$ cat src/hw/rtl/asfc_pkg.sv
// Shared types and constants of the audio sample format converter.
`default_nettype none

package asfc_pkg;

  // Sample type codes, as written to the in_format and out_format registers.
  typedef enum logic [2:0] {
    FMT_FLOAT = 3'd0,
    FMT_INT32 = 3'd1,
    FMT_INT16 = 3'd2,
    FMT_UINT8 = 3'd3,
    FMT_INT8  = 3'd4
  } fmt_e;

  // Configuration register indexes.
  typedef enum logic [1:0] {
    CFG_IN_FORMAT  = 2'd0,
    CFG_OUT_FORMAT = 2'd1,
    CFG_OUT_SWAP   = 2'd2
  } cfg_idx_e;

  localparam int unsigned CfgDataW = 3;
  localparam int unsigned SampleW  = 32;

  // Full scale of the signed 32-bit intermediate.
  localparam logic [30:0] FullScale = 31'h7fff_ffff;

  typedef struct packed {
    logic [2:0] in_format;
    logic [2:0] out_format;
    logic       out_swap;
  } cfg_t;

endpackage

`default_nettype wire

$ cat src/hw/rtl/asfc_to_common.sv
// Source sample to signed 32-bit intermediate.
`default_nettype none

module asfc_to_common (
  input  logic [2:0]         in_format_i,
  input  logic [31:0]        raw_i,
  output logic signed [31:0] common_o
);

  // floor(7 * a / 127) for a in 0..127: the fraction of 0x7fffffff / 127.
  function automatic logic [2:0] frac7(input logic [6:0] a);
    logic [9:0] t;
    logic [2:0] n;
    t = 10'(a) * 10'd7;
    n = 3'd0;
    for (int k = 1; k <= 7; k++) begin
      if (t >= 10'(127 * k)) n = 3'(k);
    end
    return n;
  endfunction

  // Float path
  logic        f_sign;
  logic [7:0]  f_exp;
  logic [22:0] f_frac;
  logic [23:0] f_mant;
  logic [7:0]  f_shamt;
  logic [54:0] f_prod;
  logic [55:0] f_rnd;
  logic [55:0] f_shift;
  logic [30:0] f_mag;

  // Integer paths
  logic signed [15:0] i16_v;
  logic [14:0]        i16_a;
  logic [30:0]        i16_mag;
  logic [8:0]         u8_d;
  logic [6:0]         u8_a;
  logic signed [7:0]  i8_v;
  logic [6:0]         i8_a;
  logic [6:0]         b8_a;
  logic [30:0]        b8_mag;
  logic               neg;
  logic [30:0]        mag;

  always_comb begin
    f_sign  = raw_i[31];
    f_exp   = raw_i[30:23];
    f_frac  = raw_i[22:0];
    f_mant  = (f_exp == 8'd0) ? {1'b0, f_frac} : {1'b1, f_frac};
    f_shamt = (f_exp == 8'd0) ? 8'd149 : 8'd150 - f_exp;
    // exact m * 0x7fffffff, then round to 53 bits as double math does
    f_prod  = ({31'd0, f_mant} << 31) - {31'd0, f_mant};
    if (f_prod[54]) begin
      f_rnd = 56'({1'b0, f_prod[54:2]} + 54'(f_prod[1] & (f_prod[0] | f_prod[2]))) << 2;
    end else if (f_prod[53]) begin
      f_rnd = 56'({1'b0, f_prod[53:1]} + 54'(f_prod[0] & f_prod[1])) << 1;
    end else begin
      f_rnd = {1'b0, f_prod};
    end
    f_shift = f_rnd >> f_shamt;
    if (f_exp == 8'hff && f_frac != 23'd0) begin
      f_mag = 31'd0;                      // NaN reads as zero
    end else if (f_exp >= 8'd127) begin
      f_mag = asfc_pkg::FullScale;        // clamp to +/-1.0
    end else begin
      f_mag = f_shift[30:0];
    end

    i16_v   = (raw_i[15:0] == 16'h8000) ? 16'sh8001 : $signed(raw_i[15:0]);
    i16_a   = i16_v[15] ? 15'(-i16_v) : i16_v[14:0];
    // 0x7fffffff / 32767 = 65538 + 1/32767
    i16_mag = 31'(31'(i16_a) * 31'd65538) + 31'(i16_a == 15'h7fff);

    u8_d = (raw_i[7:0] == 8'd0) ? 9'h181 : {1'b0, raw_i[7:0]} - 9'd128;
    u8_a = u8_d[8] ? 7'(-u8_d) : u8_d[6:0];
    i8_v = (raw_i[7:0] == 8'h80) ? 8'sh81 : $signed(raw_i[7:0]);
    i8_a = i8_v[7] ? 7'(-i8_v) : i8_v[6:0];
    b8_a = (in_format_i == asfc_pkg::FMT_UINT8) ? u8_a : i8_a;
    // 0x7fffffff / 127 = 16909320 + 7/127
    b8_mag = 31'(31'(b8_a) * 31'd16909320) + 31'(frac7(b8_a));

    neg = 1'b0;
    mag = 31'd0;
    common_o = 32'sd0;
    case (in_format_i)
      asfc_pkg::FMT_FLOAT: begin
        neg = f_sign;
        mag = f_mag;
      end
      asfc_pkg::FMT_INT16: begin
        neg = i16_v[15];
        mag = i16_mag;
      end
      asfc_pkg::FMT_UINT8: begin
        neg = u8_d[8];
        mag = b8_mag;
      end
      asfc_pkg::FMT_INT8: begin
        neg = i8_v[7];
        mag = b8_mag;
      end
      default: begin
        neg = 1'b0;
        mag = 31'd0;
      end
    endcase
    if (in_format_i == asfc_pkg::FMT_INT32) begin
      common_o = (raw_i == 32'h8000_0000) ? 32'sh8000_0001 : $signed(raw_i);
    end else begin
      common_o = neg ? -$signed({1'b0, mag}) : $signed({1'b0, mag});
    end
  end

endmodule

`default_nettype wire

$ cat src/hw/rtl/asfc_from_common.sv
// Intermediate to target sample, with pass-through and byte swap.
`default_nettype none

module asfc_from_common (
  input  asfc_pkg::cfg_t     cfg_i,
  input  logic [31:0]        raw_i,
  input  logic signed [31:0] common_i,
  output logic [31:0]        sample_o
);

  function automatic logic [30:0] msb_zeros(input logic [30:0] a);
    logic [4:0] n;
    n = 5'd0;
    for (int i = 0; i < 31; i++) begin
      if (a[i]) n = 5'(30 - i);
    end
    return {26'd0, n};
  endfunction

  logic        neg;
  logic [30:0] a;
  logic [4:0]  lz;
  logic [92:0] rep;
  logic [53:0] dmant;
  logic [24:0] fm;
  logic        fup;
  logic [7:0]  fexp;
  logic [22:0] ffrac;
  logic [31:0] fbits;
  logic signed [31:0] b16;
  logic signed [31:0] b8;
  logic signed [31:0] q16;
  logic signed [31:0] q8;
  logic [31:0] mask;
  logic [31:0] conv;
  logic [31:0] res;

  always_comb begin
    // Float: a / 0x7fffffff is the 31-bit block of a repeated without end
    neg   = common_i[31];
    a     = neg ? 31'(-common_i) : common_i[30:0];
    lz    = 5'(msb_zeros(a));
    rep   = {a, a, a} << lz;
    dmant = {1'b0, rep[92:40]} + 54'(rep[39]);   // double rounding, sticky always set
    fm    = {1'b0, dmant[52:29]};
    fup   = dmant[28] & ((|dmant[27:0]) | dmant[29]);
    fm    = fm + 25'(fup);
    fexp  = 8'd126 - 8'(lz);
    ffrac = fm[22:0];
    if (dmant[53] || fm[24]) begin
      fexp  = fexp + 8'd1;
      ffrac = 23'd0;
    end
    if (a == 31'd0) begin
      fbits = 32'd0;
    end else if (a == asfc_pkg::FullScale) begin
      fbits = {neg, 8'd127, 23'd0};
    end else begin
      fbits = {neg, fexp, ffrac};
    end

    // Truncating division by powers of two
    b16 = common_i + (neg ? 32'sd65535 : 32'sd0);
    b8  = common_i + (neg ? 32'sh00ff_ffff : 32'sd0);
    q16 = b16 >>> 16;
    q8  = b8 >>> 24;

    mask = 32'hffff_ffff;
    conv = 32'd0;
    case (cfg_i.out_format)
      asfc_pkg::FMT_FLOAT: conv = fbits;
      asfc_pkg::FMT_INT32: conv = common_i;
      asfc_pkg::FMT_INT16: begin
        conv = {16'd0, q16[15:0]};
        mask = 32'h0000_ffff;
      end
      asfc_pkg::FMT_UINT8: begin
        conv = {24'd0, q8[7:0] ^ 8'h80};
        mask = 32'h0000_00ff;
      end
      asfc_pkg::FMT_INT8: begin
        conv = {24'd0, q8[7:0]};
        mask = 32'h0000_00ff;
      end
      default: begin
        conv = 32'd0;
        mask = 32'd0;
      end
    endcase

    res = (cfg_i.in_format == cfg_i.out_format) ? (raw_i & mask) : conv;
    if (cfg_i.out_swap) begin
      if (mask == 32'hffff_ffff) begin
        res = {res[7:0], res[15:8], res[23:16], res[31:24]};
      end else if (mask == 32'h0000_ffff) begin
        res = {16'd0, res[7:0], res[15:8]};
      end
    end
    sample_o = res & mask;
  end

endmodule

`default_nettype wire

$ cat src/hw/rtl/audio_sample_format_converter_unit.sv
// Top level of the audio sample format converter.
//
//  channel   direction  signals                                   handshake
//  --------  ---------  ----------------------------------------  ---------------------
//  request   in         start_i, sample_in_i, last_sample_i       start_i & !busy_o
//  result    out        done_o, sample_out_o, last_out_o          done_o, one cycle
//  config    in         cfg_we_i, cfg_idx_i, cfg_data_i           cfg_we_i
//
// A request is taken every cycle; busy_o stays low. After acceptance the result
// passes the input register, the intermediate register (after the int32
// normalization) and the result register (after target formatting and swap).
// Reset clears the stage valid bits and sets in_format=int32, out_format=int32,
// out_swap=0. The receiver cannot stall, so nothing holds the pipeline.
`default_nettype none

module audio_sample_format_converter_unit (
  input  logic        clk_i,
  input  logic        rst_ni,
  input  logic        start_i,
  output logic        busy_o,
  input  logic [31:0] sample_in_i,
  input  logic        last_sample_i,
  output logic        done_o,
  output logic [31:0] sample_out_o,
  output logic        last_out_o,
  input  logic        cfg_we_i,
  input  logic [1:0]  cfg_idx_i,
  input  logic [asfc_pkg::CfgDataW-1:0] cfg_data_i
);

  asfc_pkg::cfg_t cfg_q;

  logic               acc;
  logic               s0_vld_q;
  logic [31:0]        s0_raw_q;
  logic               s0_last_q;
  logic signed [31:0] common_d;
  logic               s1_vld_q;
  logic [31:0]        s1_raw_q;
  logic               s1_last_q;
  logic signed [31:0] s1_common_q;
  logic [31:0]        sample_d;
  logic               out_vld_q;
  logic [31:0]        out_sample_q;
  logic               out_last_q;

  assign busy_o = 1'b0;
  assign acc    = start_i & ~busy_o;

  // Configuration writes; writes to an unused index drop.
  always_ff @(posedge clk_i or negedge rst_ni) begin
    if (!rst_ni) begin
      cfg_q.in_format  <= asfc_pkg::FMT_INT32;
      cfg_q.out_format <= asfc_pkg::FMT_INT32;
      cfg_q.out_swap   <= 1'b0;
    end else if (cfg_we_i) begin
      case (cfg_idx_i)
        asfc_pkg::CFG_IN_FORMAT:  cfg_q.in_format  <= cfg_data_i[2:0];
        asfc_pkg::CFG_OUT_FORMAT: cfg_q.out_format <= cfg_data_i[2:0];
        asfc_pkg::CFG_OUT_SWAP:   cfg_q.out_swap   <= cfg_data_i[0];
        default: ;
      endcase
    end
  end

  // Valid bits advance every cycle.
  always_ff @(posedge clk_i or negedge rst_ni) begin
    if (!rst_ni) begin
      s0_vld_q  <= 1'b0;
      s1_vld_q  <= 1'b0;
      out_vld_q <= 1'b0;
    end else begin
      s0_vld_q  <= acc;
      s1_vld_q  <= s0_vld_q;
      out_vld_q <= s1_vld_q;
    end
  end

  // Payload registers; hold when no request is in the stage.
  always_ff @(posedge clk_i) begin
    if (acc) begin
      s0_raw_q  <= sample_in_i;
      s0_last_q <= last_sample_i;
    end
    if (s0_vld_q) begin
      s1_raw_q    <= s0_raw_q;
      s1_last_q   <= s0_last_q;
      s1_common_q <= common_d;
    end
    if (s1_vld_q) begin
      out_sample_q <= sample_d;
      out_last_q   <= s1_last_q;
    end
  end

  // Normalize the source sample to the signed int32 intermediate.
  asfc_to_common u_to_common (
    .in_format_i (cfg_q.in_format),
    .raw_i       (s0_raw_q),
    .common_o    (common_d)
  );

  // Write the target type, or pass the raw bits when the types match.
  asfc_from_common u_from_common (
    .cfg_i    (cfg_q),
    .raw_i    (s1_raw_q),
    .common_i (s1_common_q),
    .sample_o (sample_d)
  );

  assign done_o       = out_vld_q;
  assign sample_out_o = out_sample_q;
  assign last_out_o   = out_last_q;

  // Every accepted request yields a result.
  assert property (@(posedge clk_i) disable iff (!rst_ni) acc |-> ##3 done_o)
    else $error("accepted request produced no result");

  assert property (@(posedge clk_i) disable iff (!rst_ni) done_o |-> $past(acc, 3))
    else $error("result without a request");

  // An unknown target type always gives zero.
  assert property (@(posedge clk_i) disable iff (!rst_ni)
    (done_o && cfg_q.out_format > asfc_pkg::FMT_INT8) |-> sample_out_o == 32'd0)
    else $error("unknown target type produced nonzero sample");

  // 8-bit targets carry nothing above bit 7.
  assert property (@(posedge clk_i) disable iff (!rst_ni)
    (done_o && (cfg_q.out_format == asfc_pkg::FMT_UINT8 ||
                cfg_q.out_format == asfc_pkg::FMT_INT8)) |-> sample_out_o[31:8] == 24'd0)
    else $error("8-bit result has upper bits set");

endmodule

`default_nettype wire

$ cat config.mk
export PLATFORM = sky130hd
export DESIGN_NAME = audio_sample_format_converter_unit
export DESIGN_NICKNAME = d
export VERILOG_FILES = /design/src/hw/rtl/asfc_pkg.sv /design/src/hw/rtl/asfc_to_common.sv /design/src/hw/rtl/asfc_from_common.sv /design/src/hw/rtl/audio_sample_format_converter_unit.sv
export SDC_FILE = /design/constraint.sdc
export NUM_CORES = 1
export LEC_CHECK = 0
export ABC_AREA = 1
export BUFFER_PORTS_ARGS = -buffer_cell sky130_fd_sc_hd__clkbuf_2
export CORE_ASPECT_RATIO = 1.2
export CORE_UTILIZATION = 65
export DETAILED_ROUTE_END_ITERATION = 8
export PLACE_DENSITY_LB_ADDON = 0.3
export SETUP_SLACK_MARGIN = 0.4
export SLEW_MARGIN = 30
export SYNTH_ARGS = -nofsm -noshare
export SYNTH_HDL_FRONTEND = slang
export SYNTH_SLANG_ARGS = --single-unit
$ cat constraint.sdc
create_clock -name clk_i -period 7.4 [get_ports clk_i]
set_clock_uncertainty 0.2 [all_clocks]
set_input_delay 0 -clock clk_i [delete_from_list [all_inputs] [get_ports clk_i]]
set_output_delay 0 -clock clk_i [all_outputs]
set_load 0.01 [all_outputs]
==> metrics, run 1 <==
DIE WIDTH between 150 and 200 µm; Async S/R FF share, synth 0.0709; register area share after synthesis 0.208; Stopped at global routing (5_1_grt); row cnt 70; synthesized area 20,100 µm²; post-DP HPWL approximately 64,000 µm; top cell type's share of synthesized area 0.196; Yosys warnings 0; area share of fa/ha/maj cells after synthesis 0.0399; main combinational cell family by area after synthesis simple AND/OR/NAND/NOR gates; total grt overflow 16; mux share of post-synthesis cell area 0.0149; placed cells roughly 3,800; clock sinks 141; gp weighted congestion between 1 and 1.5; count of different cell masters after synthesis around 70; Synth Area in XOR/XNOR 0.0416; Initial Util 0.660; Synth area leader edfxtp_1; CTS buffer count 17; Synth area leaders edfxtp_1 (20%), nand2_1 (19%), nand3_1 (12%); H-Tree Depth 4; complex-gate fraction of the synthesized area 0.134; Post-synth EDFFs ~130; largest net degree at the start of global routing 65; port buffer count 75; simple-gate share of the synthesized area 0.460; status did not finish; largest buffer count on any clock path 2; GR Util All Layers 0.641; I/O Pins between 70 and 80; Synth Register Bits about 140; Syn Inst Count ~3,400; Net Count, Synth between 3,000 and 4,000; syn_area_per_cell between 5 and 6 µm²; Most used DFF post-synth edfxtp_1; error msg [ERROR GRT-0232] Routing congestion too high. Check the congestion heatmap in the GUI.; die span in y a little under 200 µm; CTS root buffer clkbuf_16
==> routing by layer <==
| metal | GRT overflow | track usage |
|---|---|---|
| met5 | 0 | 0.0580 |
| met4 | 9 | 0.673 |
| met3 | 1 | 0.370 |
| met2 | 6 | 0.897 |
| met1 | 0 | 0.631 |
==> timing repair <==
item,4_1_cts
hold buffers,47
buffers inserted,8
pin swaps,2
hold endpoints to repair,50
endpoints found under the setup margin,55
cloned,0
resized for setup,29
==> cell families after synthesis <==
family,count (synthesis)
fa+ha+maj,60
buf+inv,519
compound gates,482
xor+xnor,89
mux,30
simple gates,2088
other cells,1
flops,141
==> cells in the mapped netlist (13+ instances only) <==
cell	count
nand2_1	997
nand3_1	472
nor2_1	358
inv_1	341
o21ai_0	263
edfxtp_1	131
a21oi_1	97
nand4_1	80
clkbuf_1	78
xor2_1	72
ha_1	53
nor3_1	41
inv_2	32
mux2i_1	30
o211ai_1	30
buf_2	26
nand2_2	25
nor2_2	24
buf_1	20
nor4_1	20
a31oi_1	18
o21ai_1	17
nand3_2	14
nand3b_1	14
nor2_4	13
==> through the flow <==
stage,cell area [µm²],util,setup WS [ps]
floorplan,20100,-,767
global placement,21100,0.692,20.0
detailed placement,21100,0.692,-232
CTS,22300,0.731,288
==> run 2: changes to the inputs <==
- CORE_ASPECT_RATIO: 1.2 -> not set
- CORE_UTILIZATION: 65 -> 40
- PLACE_DENSITY_LB_ADDON: 0.3 -> 0.15
- SETUP_SLACK_MARGIN: 0.4 -> not set
==> run 2 against run 1 <==
Against the previous run: the run now ends clean; synthesized cell count unchanged; synthesized area is the same.
==> metrics, run 2 <==
status finished clean; CP Buf/Inv Count 5; Most used DFF post-synth edfxtp_1; net switching power about 5300 µW; Net Count, Synth 3,512 (unchanged); setup_tns 0 ps; DRT Pass-1 Iters 6; via count about 25,000; slowest CP cell o21ai_0; nets approximately 3,700; register area share after synthesis 0.208 (unchanged); I/O Pins 77 (unchanged); total grt overflow 0; min cycle time layout about 7000 ps; Fin Hold WS ~63 ps; largest buffer count on any clock path 2 (unchanged); GR Util All Layers 0.359; initial antenna violation count 2; Synth area leader edfxtp_1; CTS clk-pin slew, worst paths 80 ps; cell-internal power between 3000 and 4000 µW; critical path peak fanout 4; kind of cell adding the most delay to the critical path simple AND/OR/NAND/NOR gates; Pleak 0.0107 µW; post-DP HPWL 74,000 µm (+15%); H-Tree Depth 4 (unchanged); most frequent cells after synthesis nand2_1 (997), nand3_1 (472), nor2_1 (358); CTS buffer count 17 (unchanged); post-DR wirelength/cell about 22 µm; worst slack, placed -160 ps (+72.4 ps); largest net degree at the start of global routing 64; fraction of layout cells with a size suffix above 1 0.138; first-pass GRT wire length between 100,000 and 150,000 µm; switch share 0.590; Synth Register Bits 141 (unchanged); clock sinks 141 (unchanged); DR iter-0 viols around 2,400; cell with the most instances after synthesis nand2_1; count of different cell masters after synthesis 68 (unchanged); CTS tree done; syn_area_per_cell 5.90 µm² (unchanged); Min-Delay Path Class in -> reg; DRC viols 0; Slew Limit Fails 0; CP peak stage delay approximately 490 ps; CTS root buffer clkbuf_16; post-route antenna net violation count 0; Async S/R FF share, synth 0.0709 (unchanged); Final WS setup 390 ps; critical path launch point type register; gp weighted congestion 1.12 (-13%); Worst EP arrival approximately 7000 ps; final wirelength slightly above 90,000 µm; commonest non-fill, non-tap cell in the layout nand2_1; Synth area leaders edfxtp_1 (20%), nand2_1 (19%), nand3_1 (12%); Filler Cell Count ~5,300; Worst-Margin Slew slightly below 1000 ps; Req. time, crit path around 7400 ps; die span in y 226 µm (+16%); vias per cell about 5.8; final hold violations 0; row cnt 81 (+16%); Finish-stage setup viols 0; vias in the first global route between 20,000 and 25,000; Syn Inst Count 3,410 (unchanged); Yosys warnings 0 (unchanged); Post-synth EDFFs 131 (unchanged); top cell type's share of synthesized area 0.196 (unchanged); critical path's most frequent cell nor2_1; fmax between 100 and 150 MHz; Core ar. a little under 50,000 µm²; Initial Util 0.408 (-0.252); Max Cap Viol 0; Gate power share 0.757; Clock power frac 0.099; synthesized area 20,100 µm² (unchanged); commonest non-fill, non-tap cells in the layout nand2_1 (978), nand3_1 (464), inv_1 (336), nor2_1 (333), o21ai_0 (254); Pwr Total approximately 9000 µW; Reg power frac 0.144; worst setup path class reg -> reg; die area roughly 51,000 µm²; port buffer count 75 (unchanged); Worst slew margin 0.338; Power Density about 380 nW/µm²; final worst-path cycle share 0.947; Worst-Skew Late Latency 460 ps; DIE WIDTH 226 µm (+39%); VDD IR-drop max 172 µV; area delta synth->final 16.8%; Setup crit end kind register
==> run 2: final cells by class <==
cell class	count	area (µm²)	area share
multi-input combinational	2751	14300	0.607
sequential	141	4190	0.178
timing repair buffer	285	2140	0.0912
inverter	385	1450	0.0615
tap	664	831	0.0354
clock buffer	17	425	0.0181
clock inverter	15	201	0.00858
antenna	1	2.50	0.000107
==> run 2: worst register-to-register path: cells and delay by family (launching register included) <==
family                     cells  cell delay, ps
AOI/OAI and AO/OA             11            2310
adders and majority gates      2             390
and+or+nand+nor               18            2520
xor gates and xnor gates       1             220
DFF                            1             410
buffers and inverters          5             680
==> run 2: logic make-up after synthesis <==
kind of cell | Yosys count | share of synthesized area
DFF | 141 | 0.208
muxes | 30 | 0.0149
xor gates and xnor gates | 89 | 0.0416
adders and majority gates | 60 | 0.0399
AOI/OAI and AO/OA | 482 | 0.134
other | 1 | 0.000186
and+or+nand+nor | 2088 | 0.460
buffers and inverters | 519 | 0.102
==> run 2: stage by stage <==
step | util | cells | instance area (µm²)
after CTS | 0.468 | 4244 | 23000
after global routing | 0.477 | 4258 | 23500
after floorplan | - | 3410 | 20100
after global placement | 0.446 | 4167 | 22000
final | 0.477 | 4259 | 23500
after detailed placement | 0.446 | 4167 | 22000
==> run 2: final timing paths <==
kind	start	endpoint	slack [ps]	depth (start not counted)
worst min-delay path	sample_in_i[17]	s0_raw_q[17]	60	2
worst max-delay path	s0_raw_q[0]	s1_common_q[8]	390	37
min in group asynchronous	rst_ni	s0_vld_q	360	3
worst max register to register	s0_raw_q[0]	s1_common_q[8]	390	37
max in group asynchronous	rst_ni	cfg_q[4]	6290	3
worst min register to register	s0_last_q	s1_last_q	220	0
==> run 2: power by group through the flow <==
stage          logic (µW)  registers (µW)  clock network (µW)
2_1_floorplan        4070            1260                   0
3_3_place_gp         6280            1300                   0
3_5_place_dp         6300            1300                   0
4_1_cts              6350            1280                 896
5_1_grt              7320            1300                 919
6_report             6750            1290                 883
==> run 2: what timing repair did <==
action                     in CTS  in global routing
gates resized for setup         2                 97
hold buffers                   44                  1
buffers inserted                1                 12
hold endpoints to repair       50                  1
setup endpoints to repair      17                 61
cloned                          0                  1
pin swaps                       1                 12
==> run 2: layer usage <==
layer	GRT usage	vias to the layer above	part of all wire	wire, µm
li1	-	11700	-	-
met1	0.405	11400	0.38	35000
met2	0.611	1082	0.48	44000
met3	0.0520	330	0.058	5390
met4	0.272	2	0.085	7840
met5	0	-	0.00014	13
Power figures use the tool's default switching activity.
